## src/rtl/weo_pkg.sv

```systemverilog
// Package of the wheel encoder odometry block: field widths, request codes,
// register indexes, reset values and arithmetic constants. No dependencies.
package weo_pkg;

    localparam int unsigned CIRC_W = 20;
    localparam int unsigned PPR_W  = 16;
    localparam int unsigned TIME_W = 32;
    localparam int unsigned POS_W  = 52;
    localparam int unsigned RPM_W  = 34;
    localparam int unsigned VEL_W  = 42;
    localparam int unsigned DUTY_W = 8;
    localparam int unsigned DEN_W  = 48;
    localparam int unsigned CV_W   = 40;
    localparam int unsigned CFG_W  = 32;

    localparam logic [1:0] REQ_PULSE   = 2'd0;
    localparam logic [1:0] REQ_STATUS  = 2'd1;
    localparam logic [1:0] REQ_COMMAND = 2'd2;
    localparam logic [1:0] REQ_REFRESH = 2'd3;

    localparam logic [1:0] CFG_CIRC    = 2'd0;
    localparam logic [1:0] CFG_PPR     = 2'd1;
    localparam logic [1:0] CFG_TIMEOUT = 2'd2;

    localparam logic [CIRC_W-1:0] CIRC_RESET    = 20'd628318;
    localparam logic [PPR_W-1:0]  PPR_RESET     = 16'd1;
    localparam logic [TIME_W-1:0] TIMEOUT_RESET = 32'd1000000;

    localparam logic [RPM_W-1:0] RPM_NUM  = 34'd15360000000;
    localparam logic [RPM_W-1:0] RPM_MAX  = {RPM_W{1'b1}};
    localparam logic [VEL_W-1:0] VEL_MAX  = {1'b0, {(VEL_W-1){1'b1}}};
    localparam logic [CV_W-1:0]  US_PER_S = 40'd1000000;

endpackage

```

## src/rtl/weo_if.sv

```systemverilog
// Valid/ready channel interfaces of the wheel encoder odometry block.
// Depends on weo_pkg for the field widths.
interface weo_in_if;
    logic                        valid;
    logic                        ready;
    logic [1:0]                  req_type;
    logic [weo_pkg::TIME_W-1:0]  now_us;
    logic [weo_pkg::DUTY_W-1:0]  speed;
    logic                        forward;

    modport source (output valid, req_type, now_us, speed, forward, input ready);
    modport sink   (input valid, req_type, now_us, speed, forward, output ready);
endinterface

interface weo_out_if;
    logic                              valid;
    logic                              ready;
    logic signed [weo_pkg::POS_W-1:0]  position_um;
    logic [weo_pkg::RPM_W-1:0]         rpm_q8;
    logic signed [weo_pkg::VEL_W-1:0]  velocity_um_s;
    logic                              rate_saturated;
    logic                              timed_out;
    logic                              direction_pin;
    logic                              brake_pin;
    logic [weo_pkg::DUTY_W-1:0]        pwm_duty;

    modport source (output valid, position_um, rpm_q8, velocity_um_s, rate_saturated,
                    timed_out, direction_pin, brake_pin, pwm_duty, input ready);
    modport sink   (input valid, position_um, rpm_q8, velocity_um_s, rate_saturated,
                    timed_out, direction_pin, brake_pin, pwm_duty, output ready);
endinterface

```

## src/rtl/wheel_encoder_odometry.sv

```systemverilog
// Wheel encoder odometry: pulse count, position, rpm, velocity and motor command.
// A status read, command or refresh gives its result in the cycle after its transfer.
// A pulse runs a bit-serial multiply, then 52-step restoring divisions
// (position, then rpm and velocity when the interval is nonzero).
// Synchronous active-low reset restores config and clears control and odometry state.
// Depends on weo_pkg and the interfaces in weo_if.
module wheel_encoder_odometry (
    input  logic                        i_clk,
    input  logic                        i_rst_n,
    input  logic                        i_cfg_we,
    input  logic [1:0]                  i_cfg_idx,
    input  logic [weo_pkg::CFG_W-1:0]   i_cfg_data,
    weo_in_if.sink                      i_in,
    weo_out_if.source                   o_res
);

    localparam logic [2:0] S_IDLE = 3'd0;
    localparam logic [2:0] S_MUL  = 3'd1;
    localparam logic [2:0] S_DIV  = 3'd2;
    localparam logic [2:0] S_OUT  = 3'd3;

    localparam logic [1:0] PH_POS = 2'd0;
    localparam logic [1:0] PH_RPM = 2'd1;
    localparam logic [1:0] PH_VEL = 2'd2;

    localparam int unsigned CNT_W    = 6;
    localparam logic [CNT_W-1:0] MUL_LAST = CNT_W'(weo_pkg::TIME_W - 1);
    localparam logic [CNT_W-1:0] DIV_LAST = CNT_W'(weo_pkg::POS_W - 1);

    logic [2:0]                      r_state;
    logic [1:0]                      r_phase;
    logic [CNT_W-1:0]                r_cnt;

    logic [weo_pkg::CIRC_W-1:0]      r_circ;
    logic [weo_pkg::PPR_W-1:0]       r_ppr;
    logic [weo_pkg::TIME_W-1:0]      r_timeout;

    logic [weo_pkg::TIME_W-1:0]      r_count;
    logic [weo_pkg::TIME_W-1:0]      r_last;
    logic                            r_first;
    logic [weo_pkg::POS_W-1:0]       r_pos;
    logic [weo_pkg::RPM_W-1:0]       r_rpm;
    logic [weo_pkg::VEL_W-1:0]       r_vel;
    logic                            r_sat;
    logic                            r_rev;
    logic [weo_pkg::TIME_W-1:0]      r_wd;
    logic [weo_pkg::DUTY_W-1:0]      r_duty;

    logic [weo_pkg::TIME_W-1:0]      r_now;
    logic                            r_dt_zero;
    logic                            r_neg;
    logic [weo_pkg::TIME_W-1:0]      r_mplr_a;
    logic [weo_pkg::POS_W-1:0]       r_mcnd_a;
    logic [weo_pkg::POS_W-1:0]       r_acc_a;
    logic [weo_pkg::PPR_W-1:0]       r_mplr_b;
    logic [weo_pkg::DEN_W-1:0]       r_mcnd_b;
    logic [weo_pkg::DEN_W-1:0]       r_acc_b;
    logic [weo_pkg::CIRC_W-1:0]      r_mplr_c;
    logic [weo_pkg::CV_W-1:0]        r_mcnd_c;
    logic [weo_pkg::CV_W-1:0]        r_acc_c;

    logic [weo_pkg::POS_W-1:0]       r_dvd;
    logic [weo_pkg::DEN_W-1:0]       r_rem;
    logic [weo_pkg::POS_W-1:0]       r_quo;
    logic [weo_pkg::DEN_W-1:0]       r_dvs;

    logic                            r_ovalid;
    logic [weo_pkg::POS_W-1:0]       r_o_pos;
    logic [weo_pkg::RPM_W-1:0]       r_o_rpm;
    logic [weo_pkg::VEL_W-1:0]       r_o_vel;
    logic                            r_o_sat;
    logic                            r_o_to;
    logic                            r_o_dir;
    logic                            r_o_brake;
    logic [weo_pkg::DUTY_W-1:0]      r_o_duty;

    logic                            w_out_free;
    logic                            w_in_xfer;
    logic [weo_pkg::PPR_W-1:0]       w_ppr_eff;
    logic [weo_pkg::TIME_W-1:0]      n_count;
    logic [weo_pkg::TIME_W-1:0]      w_dt;
    logic [weo_pkg::TIME_W-1:0]      w_mag;
    logic                            n_rev;
    logic [weo_pkg::DUTY_W-1:0]      n_duty;
    logic [weo_pkg::TIME_W-1:0]      n_wd;
    logic [weo_pkg::DEN_W:0]         w_trial;
    logic [weo_pkg::DEN_W:0]         w_diff;
    logic [weo_pkg::POS_W-1:0]       w_quo;
    logic [weo_pkg::POS_W-1:0]       w_pos_sgn;
    logic [weo_pkg::VEL_W-1:0]       w_vel_q;

    assign w_out_free = !r_ovalid || o_res.ready;
    assign i_in.ready = (r_state == S_IDLE) && w_out_free;
    assign w_in_xfer  = i_in.valid && i_in.ready;
    assign w_ppr_eff  = (r_ppr == '0) ? weo_pkg::PPR_W'(1) : r_ppr;

    always_comb begin
        if (r_rev) begin
            n_count = (r_count == 32'h8000_0000) ? '0 : r_count - 32'd1;
        end else begin
            n_count = (r_count == 32'h7FFF_FFFF) ? '0 : r_count + 32'd1;
        end
        w_mag = n_count[31] ? (32'd0 - n_count) : n_count;
        w_dt  = r_first ? (i_in.now_us - r_last) : '0;
        n_rev  = r_rev;
        n_duty = r_duty;
        n_wd   = r_wd;
        case (i_in.req_type)
            weo_pkg::REQ_COMMAND: begin
                n_rev  = !i_in.forward;
                n_duty = i_in.speed;
            end
            weo_pkg::REQ_REFRESH: begin
                n_wd = i_in.now_us;
            end
            default: begin
            end
        endcase
    end

    always_comb begin
        w_trial   = {r_rem, r_dvd[weo_pkg::POS_W-1]};
        w_diff    = w_trial - {1'b0, r_dvs};
        w_quo     = {r_quo[weo_pkg::POS_W-2:0], !w_diff[weo_pkg::DEN_W]};
        w_pos_sgn = r_neg ? ('0 - w_quo) : w_quo;
        w_vel_q   = r_rev ? ('0 - w_quo[weo_pkg::VEL_W-1:0]) : w_quo[weo_pkg::VEL_W-1:0];
    end

    always_ff @(posedge i_clk) begin
        if (!i_rst_n) begin
            r_state   <= S_IDLE;
            r_phase   <= PH_POS;
            r_cnt     <= '0;
            r_circ    <= weo_pkg::CIRC_RESET;
            r_ppr     <= weo_pkg::PPR_RESET;
            r_timeout <= weo_pkg::TIMEOUT_RESET;
            r_count   <= '0;
            r_last    <= '0;
            r_first   <= 1'b0;
            r_pos     <= '0;
            r_rpm     <= '0;
            r_vel     <= '0;
            r_sat     <= 1'b0;
            r_rev     <= 1'b0;
            r_wd      <= '0;
            r_duty    <= '0;
            r_ovalid  <= 1'b0;
        end else begin
            if (i_cfg_we) begin
                case (i_cfg_idx)
                    weo_pkg::CFG_CIRC:    r_circ    <= i_cfg_data[weo_pkg::CIRC_W-1:0];
                    weo_pkg::CFG_PPR:     r_ppr     <= i_cfg_data[weo_pkg::PPR_W-1:0];
                    weo_pkg::CFG_TIMEOUT: r_timeout <= i_cfg_data[weo_pkg::TIME_W-1:0];
                    default: begin
                    end
                endcase
            end

            if (r_ovalid && o_res.ready) begin
                r_ovalid <= 1'b0;
            end

            case (r_state)
                S_IDLE: begin
                    if (w_in_xfer) begin
                        if (i_in.req_type == weo_pkg::REQ_PULSE) begin
                            r_count   <= n_count;
                            r_first   <= 1'b1;
                            r_last    <= i_in.now_us;
                            r_now     <= i_in.now_us;
                            r_dt_zero <= (w_dt == '0);
                            r_neg     <= n_count[31];
                            r_mplr_a  <= w_mag;
                            r_mcnd_a  <= weo_pkg::POS_W'(r_circ);
                            r_acc_a   <= '0;
                            r_mplr_b  <= w_ppr_eff;
                            r_mcnd_b  <= weo_pkg::DEN_W'(w_dt);
                            r_acc_b   <= '0;
                            r_mplr_c  <= r_circ;
                            r_mcnd_c  <= weo_pkg::US_PER_S;
                            r_acc_c   <= '0;
                            r_cnt     <= '0;
                            r_state   <= S_MUL;
                        end else begin
                            r_rev     <= n_rev;
                            r_duty    <= n_duty;
                            r_wd      <= n_wd;
                            if (i_in.req_type == weo_pkg::REQ_STATUS) begin
                                r_rpm <= '0;
                                r_vel <= '0;
                            end
                            r_ovalid  <= 1'b1;
                            r_o_pos   <= r_pos;
                            r_o_rpm   <= r_rpm;
                            r_o_vel   <= r_vel;
                            r_o_sat   <= r_sat;
                            r_o_to    <= ((i_in.now_us - n_wd) >= r_timeout);
                            r_o_dir   <= !n_rev;
                            r_o_brake <= (n_duty == '0);
                            r_o_duty  <= n_duty;
                        end
                    end
                end
                S_MUL: begin
                    if (r_mplr_a[0]) r_acc_a <= r_acc_a + r_mcnd_a;
                    if (r_mplr_b[0]) r_acc_b <= r_acc_b + r_mcnd_b;
                    if (r_mplr_c[0]) r_acc_c <= r_acc_c + r_mcnd_c;
                    r_mplr_a <= r_mplr_a >> 1;
                    r_mplr_b <= r_mplr_b >> 1;
                    r_mplr_c <= r_mplr_c >> 1;
                    r_mcnd_a <= r_mcnd_a << 1;
                    r_mcnd_b <= r_mcnd_b << 1;
                    r_mcnd_c <= r_mcnd_c << 1;
                    r_cnt    <= r_cnt + 1'b1;
                    if (r_cnt == MUL_LAST) begin
                        r_dvd   <= r_mplr_a[0] ? r_acc_a + r_mcnd_a : r_acc_a;
                        r_dvs   <= weo_pkg::DEN_W'(w_ppr_eff);
                        r_rem   <= '0;
                        r_quo   <= '0;
                        r_cnt   <= '0;
                        r_phase <= PH_POS;
                        r_state <= S_DIV;
                    end
                end
                S_DIV: begin
                    r_dvd <= r_dvd << 1;
                    r_quo <= w_quo;
                    r_rem <= w_diff[weo_pkg::DEN_W] ? w_trial[weo_pkg::DEN_W-1:0]
                                                     : w_diff[weo_pkg::DEN_W-1:0];
                    r_cnt <= r_cnt + 1'b1;
                    if (r_cnt == DIV_LAST) begin
                        r_cnt <= '0;
                        r_rem <= '0;
                        r_quo <= '0;
                        case (r_phase)
                            PH_POS: begin
                                r_pos <= w_pos_sgn;
                                if (r_dt_zero) begin
                                    r_sat   <= 1'b1;
                                    r_rpm   <= weo_pkg::RPM_MAX;
                                    r_vel   <= r_rev ? ('0 - weo_pkg::VEL_MAX)
                                                     : weo_pkg::VEL_MAX;
                                    r_state <= S_OUT;
                                end else begin
                                    r_sat   <= 1'b0;
                                    r_dvd   <= weo_pkg::POS_W'(weo_pkg::RPM_NUM);
                                    r_dvs   <= r_acc_b;
                                    r_phase <= PH_RPM;
                                end
                            end
                            PH_RPM: begin
                                r_rpm   <= w_quo[weo_pkg::RPM_W-1:0];
                                r_dvd   <= weo_pkg::POS_W'(r_acc_c);
                                r_phase <= PH_VEL;
                            end
                            default: begin
                                r_vel   <= w_vel_q;
                                r_state <= S_OUT;
                            end
                        endcase
                    end
                end
                S_OUT: begin
                    if (w_out_free) begin
                        r_ovalid  <= 1'b1;
                        r_o_pos   <= r_pos;
                        r_o_rpm   <= r_rpm;
                        r_o_vel   <= r_vel;
                        r_o_sat   <= r_sat;
                        r_o_to    <= ((r_now - r_wd) >= r_timeout);
                        r_o_dir   <= !r_rev;
                        r_o_brake <= (r_duty == '0);
                        r_o_duty  <= r_duty;
                        r_state   <= S_IDLE;
                    end
                end
                default: begin
                    r_state <= S_IDLE;
                end
            endcase
        end
    end

    assign o_res.valid          = r_ovalid;
    assign o_res.position_um    = r_o_pos;
    assign o_res.rpm_q8         = r_o_rpm;
    assign o_res.velocity_um_s  = r_o_vel;
    assign o_res.rate_saturated = r_o_sat;
    assign o_res.timed_out      = r_o_to;
    assign o_res.direction_pin  = r_o_dir;
    assign o_res.brake_pin      = r_o_brake;
    assign o_res.pwm_duty       = r_o_duty;

endmodule

```

## src/flat_wrapper.sv

```systemverilog
// flat-port wrapper written by rule: the top's interface ports become plain ports
module wheel_encoder_odometry_flat 
  (i_clk, i_rst_n, i_cfg_we, i_cfg_idx, i_cfg_data, i_in_valid, i_in_req_type, i_in_now_us, i_in_speed, i_in_forward, i_in_ready, o_res_valid, o_res_position_um, o_res_rpm_q8, o_res_velocity_um_s, o_res_rate_saturated, o_res_timed_out, o_res_direction_pin, o_res_brake_pin, o_res_pwm_duty, o_res_ready);
  weo_in_if i_in_i ();
  weo_out_if o_res_i ();
  input  logic i_clk;
  input  logic i_rst_n;
  input  logic i_cfg_we;
  input  logic [1:0] i_cfg_idx;
  input  logic [weo_pkg::CFG_W-1:0] i_cfg_data;
  input wire logic [$bits(i_in_i.valid)-1:0] i_in_valid;
  input wire logic [$bits(i_in_i.req_type)-1:0] i_in_req_type;
  input wire logic [$bits(i_in_i.now_us)-1:0] i_in_now_us;
  input wire logic [$bits(i_in_i.speed)-1:0] i_in_speed;
  input wire logic [$bits(i_in_i.forward)-1:0] i_in_forward;
  output wire logic [$bits(i_in_i.ready)-1:0] i_in_ready;
  output wire logic [$bits(o_res_i.valid)-1:0] o_res_valid;
  output wire logic [$bits(o_res_i.position_um)-1:0] o_res_position_um;
  output wire logic [$bits(o_res_i.rpm_q8)-1:0] o_res_rpm_q8;
  output wire logic [$bits(o_res_i.velocity_um_s)-1:0] o_res_velocity_um_s;
  output wire logic [$bits(o_res_i.rate_saturated)-1:0] o_res_rate_saturated;
  output wire logic [$bits(o_res_i.timed_out)-1:0] o_res_timed_out;
  output wire logic [$bits(o_res_i.direction_pin)-1:0] o_res_direction_pin;
  output wire logic [$bits(o_res_i.brake_pin)-1:0] o_res_brake_pin;
  output wire logic [$bits(o_res_i.pwm_duty)-1:0] o_res_pwm_duty;
  input wire logic [$bits(o_res_i.ready)-1:0] o_res_ready;
  assign i_in_i.valid = i_in_valid;
  assign i_in_i.req_type = i_in_req_type;
  assign i_in_i.now_us = i_in_now_us;
  assign i_in_i.speed = i_in_speed;
  assign i_in_i.forward = i_in_forward;
  assign i_in_ready = i_in_i.ready;
  assign o_res_valid = o_res_i.valid;
  assign o_res_position_um = o_res_i.position_um;
  assign o_res_rpm_q8 = o_res_i.rpm_q8;
  assign o_res_velocity_um_s = o_res_i.velocity_um_s;
  assign o_res_rate_saturated = o_res_i.rate_saturated;
  assign o_res_timed_out = o_res_i.timed_out;
  assign o_res_direction_pin = o_res_i.direction_pin;
  assign o_res_brake_pin = o_res_i.brake_pin;
  assign o_res_pwm_duty = o_res_i.pwm_duty;
  assign o_res_i.ready = o_res_ready;
  wheel_encoder_odometry u_core (.i_clk(i_clk), .i_rst_n(i_rst_n), .i_cfg_we(i_cfg_we), .i_cfg_idx(i_cfg_idx), .i_cfg_data(i_cfg_data), .i_in(i_in_i), .o_res(o_res_i));
endmodule
```

## config.mk

```make
export PLATFORM = sky130hd
export DESIGN_NAME = wheel_encoder_odometry_flat
export DESIGN_NICKNAME = d
export VERILOG_FILES = /design/src/rtl/weo_pkg.sv /design/src/rtl/weo_if.sv /design/src/rtl/wheel_encoder_odometry.sv /design/src/flat_wrapper.sv
export SDC_FILE = /design/constraint.sdc
export NUM_CORES = 2
export LEC_CHECK = 0
export BUFFER_PORTS_ARGS = -buffer_cell sky130_fd_sc_hd__buf_4
export CORE_ASPECT_RATIO = 1.1
export CORE_MARGIN = 1
export CORE_UTILIZATION = 68
export DETAILED_ROUTE_END_ITERATION = 10
export GPL_ROUTABILITY_DRIVEN = 0
export HOLD_SLACK_MARGIN = 0.15
export PLACE_DENSITY = 0.86
export SLEW_MARGIN = 20
export SYNTH_ARGS = -nofsm -noshare
export SYNTH_HDL_FRONTEND = slang
export SYNTH_SLANG_ARGS = --single-unit
```

## constraint.sdc

```tcl
create_clock -name i_clk -period 24.6 [get_ports i_clk]
set_input_delay 1.23 -clock i_clk [delete_from_list [all_inputs] [get_ports i_clk]]
set_output_delay 1.23 -clock i_clk [all_outputs]
set_load 0.1 [all_outputs]
```

# Word-level counts from Yosys, hierarchy flattened
# Cells that the tools add are included.
# op_classes
bitwise_logic	1
n_lt_le_gt_ge	2
n_eq_ne	28
add_sub_neg	13
muxes	129
reduce_logical	40
# ops
cell	count
$mux W52	12
$mux W48	12
$pmux W52 S2	5
$mux W42	10
$pmux W48 S2	4
$mux W34	8
$mux W32	8
$pmux W42 S2	3
$pmux W34 S2	3
$mux W40	5
$pmux W40 S2	2
$mux W51	2
$pmux W51 S2	1
$sub A32 B32 Y32	3
$ge A32 B32 Y1	2
$pmux W32 S2	1
$add A52 B52 Y52	1
$sub A1 B52 Y52 const A	1
$sub A49 B48 Y49	1
$add A48 B48 Y48	1
$mux W16	3
$sub A1 B42 Y42 const A	1
$add A40 B40 Y40	1
$mux W20	2
other kinds (46)	121
# word_totals
ff_bits	1036
output_inout_bits	142

# Logic depth before layout (Yosys ltp)
# depth
ltp_word	8
mapped_depth	29
depth_no_buf	27

# Worst setup path before layout
# No wires, ideal clock.
# synth_timing
kind	input to register
from	in i_rst_n
to	reg u_core.r_o_brake (netlist: u_core.o_res.brake_pin) (enable)
setup_slack_ns	15.371
path_buffers	2
t_arrival_ns	8.543
stages	4
path_cell_list	clkbuf_1 clkbuf_1 nand3b_1 a21oi_1
# synth_between
elab_chain_cells	1
# synth_lines
element	line	rtl
start: declaration	flat_wrapper.sv:7	input logic i_rst_n;
$reduce_and A5 Y1 (no source line)	n/a	
end signal: assignment	wheel_encoder_odometry.sv:199	r_o_brake <= (n_duty == '0);
end signal: assignment	wheel_encoder_odometry.sv:272	r_o_brake <= (r_duty == '0);
end: declaration	wheel_encoder_odometry.sv:74	logic r_o_brake;
# No other way between the ends.
# A chain may end at the register's enable or synchronous reset.

# Worst setup path in the final report
# layout_timing
from	reg u_core.r_dvd[51] (netlist bit)
to	reg u_core.r_vel[30] (netlist bit)
# layout_between
elab_chain_cells	7
# layout_lines
element	line	rtl
start: declaration	wheel_encoder_odometry.sv:62	logic [weo_pkg::POS_W-1:0] r_dvd;
start signal: assignment	wheel_encoder_odometry.sv:216	r_dvd <= r_mplr_a[0] ? r_acc_a + r_mcnd_a : r_acc_a;
start signal: assignment	wheel_encoder_odometry.sv:226	r_dvd <= r_dvd << 1;
start signal: assignment	wheel_encoder_odometry.sv:246	r_dvd <= weo_pkg::POS_W'(weo_pkg::RPM_NUM);
$sub A49 B48 Y49	wheel_encoder_odometry.sv:123	w_diff = w_trial - {1'b0, r_dvs};
$logic_not A1 Y1	wheel_encoder_odometry.sv:124	w_quo = {r_quo[weo_pkg::POS_W-2:0], !w_diff[weo_pkg::DEN_W]};
$sub A1 B42 Y42	wheel_encoder_odometry.sv:126	w_vel_q = r_rev ? ('0 - w_quo[weo_pkg::VEL_W-1:0]) : w_quo[weo_pkg::VEL_W-1:0];
$mux W42	wheel_encoder_odometry.sv:126	
$pmux W42 S2	wheel_encoder_odometry.sv:235	case (r_phase)
$mux W42	wheel_encoder_odometry.sv:231	if (r_cnt == DIV_LAST) begin
$pmux W42 S2	wheel_encoder_odometry.sv:163	case (r_state)
end signal: assignment	wheel_encoder_odometry.sv:241	r_vel <= r_rev ? ('0 - weo_pkg::VEL_MAX)
end signal: assignment	wheel_encoder_odometry.sv:257	r_vel <= w_vel_q;
end: declaration	wheel_encoder_odometry.sv:43	logic [weo_pkg::VEL_W-1:0] r_vel;
# No other way between the ends. The select of a mux whose other input is x is not followed.

==> impl_metrics.csv <==
group,metric,value,unit
layout,fin_cells,7447,
routing,wl,154500,um
cts,worstSkewPairLatency,0.71,ns
cts,ctsHoldBuffers,0,
layout,fillers,5834,
timing,rsz0062_at_grt,"false",
synth,synthFlopType,"edfxtp_1",
timing,fmax,150.9,MHz
synth,synth_compound_area_frac,0.1771,
floorplan,die_w,283.4,um
timing,period_share,0.2693,
cts,cts.sinks,1023,
critical_path,r2r_slack,17.97,ns
synth,synth_seq_area_share,0.4655,
floorplan,rows,113,
timing,min_period,6.626,ns
grt,grt_max_degree,162,
synth,synthAdderAreaFrac,0.07405,
synth,ys_types,108,
cts,clkTransAtPathRegs,0.07,ns
status,status,"complete, no violations",
cts,htree_levels,3,
synth,synth_area,0.05924,mm^2
synth,synthXorXnorAreaFrac,0.04805,
worst_hold_path,hp-class,"reg2reg",
cts,cts_tree,"yes",
placement,place_inst,7249,
floorplan,design.core.area,0.08625,mm^2
routing,drt-initial-drc-count,4834,
layout,areaGrowthSynthToFinish,9.891,%
grt,grt_pass1_wl,243600,um
layout,final_cell_mix,"edfxtp_1 (709), nand2_1 (707), a21oi_1 (548)",
critical_path,end_kind,"register",
synth,synth_top_family_by_area,"compound AO/OA/AOI/OAI gates",
timing,hold_viol,0,
routing,drtPass1Iterations,8,
cts,root_buffer,"clkbuf_16",
floorplan,io_pins,224,
cts,clockBufferDepth,3,
routing,routedWlPerCell,20.75,um
layout,nets,6636,
pwr,p_leak,25.21,nW
placement,dp_hpwl,105100,um
synth,async_reset_ff_frac,0,
synth,yosys_warnings,0,
timing,slew_viol_final,0,
layout,layout_commonest_cell,"edfxtp_1",
placement,port_buffers,223,
cts,cts_setup_buffers,0,
layout,antennaDiodeCount,0,
floorplan,die_area,0.08830,mm^2
timing,holdWs,0.4196,ns
grt,grt_overflow,0,
synth,synth_area_per_cell,9.587,um^2
synth,synthMuxAreaShare,0.02991,
floorplan,initial_utilization,0.6869,
synth,synth-simple-area-share,0.1651,
cts,postCtsResizedCells,0,
job,cap_violations,0,
pwr,pwr_density_cell,85.05,mW/mm^2
synth,synth_edf_count,709,
floorplan,dieHeight,311.6,um
synth,synthCells,6179,
synth,synth_seq_cells,1023,
layout,design_area,0.06510,mm^2
routing,vias_per_cell,6.526,
timing,max_slew.worst_pin.slew,1.038,ns
layout,drive_gt1_frac,0.09179,
timing,fin_tns_setup,0,ns
grt,antenna_found_initial,0,
pwr,vdd_drop_max,0.06317,mV
critical_path,startpoint_type,"register",
timing,fin_worst_skew,0.05925,ns
placement,place_area,0.06144,mm^2
routing,ant_nets,0,
synth,syn_nets,6608,
routing,detail_route.drc_violations,0,
routing,vias,48600,
cts,cts_buffers,103,
grt,grt_pass1_vias,46390,
timing,slew_headroom,0.3027,
grt,grt_use_total,0.3398,
critical_path,crit_required,25.18,ns
timing,setup_viol,0,
critical_path,path_class,"reg2reg",
critical_path,critPathMaxFanout,29,
critical_path,arrival,7.20,ns
final cells by class:
| cell class | count | area [um^2] | area share |
|---|---|---|---|
| multi-input cells | 4538 | 29390 | 0.4515 |
| flip-flops and latches | 1023 | 27580 | 0.4236 |
| repair buffers | 269 | 2083 | 0.03200 |
| clock inverters | 63 | 718.2 | 0.01103 |
| clock buffers | 132 | 2851 | 0.04380 |
| well taps | 1150 | 1439 | 0.02210 |
| inverters | 272 | 1039 | 0.01595 |
final timing paths:
path | startpoint | cells past startpoint | endpoint
max reg2reg | u_core.r_dvd[51] | 23 | u_core.r_vel[30]
min | u_core.r_pos[51] | 0 | u_core.o_res.position_um[51]
min reg2reg | u_core.r_pos[51] | 0 | u_core.o_res.position_um[51]
max | u_core.r_dvd[51] | 23 | u_core.r_vel[30]
registers in the layout, indices dropped and copies added, names as in the netlist, 34 cells and up:
signal                      cells
u_core.o_res.position_um       52
u_core.r_acc_a                 52
u_core.r_dvd                   52
u_core.r_mcnd_a                52
u_core.r_pos                   52
u_core.r_quo                   51
u_core.r_acc_b                 48
u_core.r_dvs                   48
u_core.r_mcnd_b                48
u_core.r_rem                   48
u_core.o_res.velocity_um_s     42
u_core.r_vel                   42
u_core.o_res.rpm_q8            34
u_core.r_acc_c                 34
u_core.r_mcnd_c                34
u_core.r_rpm                   34
synthesized netlist by cell type, types with 48 or more instances:
library cell | n | share of area
nand2_1 | 709 | 0.045
o21ai_0 | 288 | 0.024
a21oi_1 | 549 | 0.046
ha_1 | 341 | 0.072
nand4_1 | 68 | 0.0072
nor2b_1 | 60 | 0.0063
nand3_1 | 99 | 0.0084
clkbuf_1 | 288 | 0.018
dfxtp_1 | 314 | 0.11
a211oi_1 | 101 | 0.013
edfxtp_1 | 709 | 0.36
nor2_1 | 525 | 0.033
o21a_1 | 53 | 0.0067
nor3_1 | 103 | 0.0087
and2_1 | 138 | 0.015
mux2i_1 | 123 | 0.021
and3_1 | 87 | 0.0092
a21o_1 | 186 | 0.024
inv_1 | 266 | 0.017
mux2_2 | 48 | 0.0091
o211ai_1 | 82 | 0.010
nand2b_1 | 67 | 0.0071
xor2_1 | 147 | 0.022
a31oi_1 | 60 | 0.0063
xnor2_1 | 178 | 0.026
logic make-up after synthesis:
logic type | after synthesis
AOI/OAI and AO/OA | 1647
xor gates and xnor gates | 325
adders and majority gates | 347
buffers and inverters | 618
DFF | 1023
muxes | 171
and+or+nand+nor | 2048
worst max-delay path, cell delays in order (launching register included):
cell	delay [ns]
edfxtp_1	0.35
inv_1	0.05
ha_1	0.20
fa_1	0.39
nor2b_1	0.20
o31a_1	0.26
o211ai_1	0.22
a21boi_1	0.45
o31ai_1	0.20
o31a_1	0.33
o21a_2	0.13
inv_2	0.52
ha_1	0.34
or3b_1	0.44
or4_1	0.58
or3_1	0.43
nor2_1	0.28
nand2_1	0.20
nor3_2	0.26
nor3_1	0.10
a21oi_1	0.17
o21ai_0	0.13
a22oi_1	0.20
nor2_1	0.06
through the flow:
stage / total power, mW / util / setup WS, ns
after floorplan: 3.498 / - / 15.37
after global placement: 3.826 / 0.7124 / 18.09
after detailed placement: 3.879 / 0.7124 / 18.01
after CTS: 5.521 / 0.7538 / 18.22
after global routing: 5.754 / 0.7548 / 17.71
final: 5.537 / 0.7548 / 17.97
where the power goes:
group          switching (mW)  internal [mW]
Sequential             0.0772           2.06
Combinational            1.22          0.535
Clock                   0.722          0.928
layer usage:
metal / vias to the layer above / GRT usage / share of wire
met5: - / 0 / 0
met4: 0 / 0.1784 / 0.056
met3: 522 / 0.04876 / 0.083
met2: 2449 / 0.5665 / 0.48
met1: 23130 / 0.4301 / 0.38
li1: 22500 / - / -
Power figures use the tool's default switching activity.
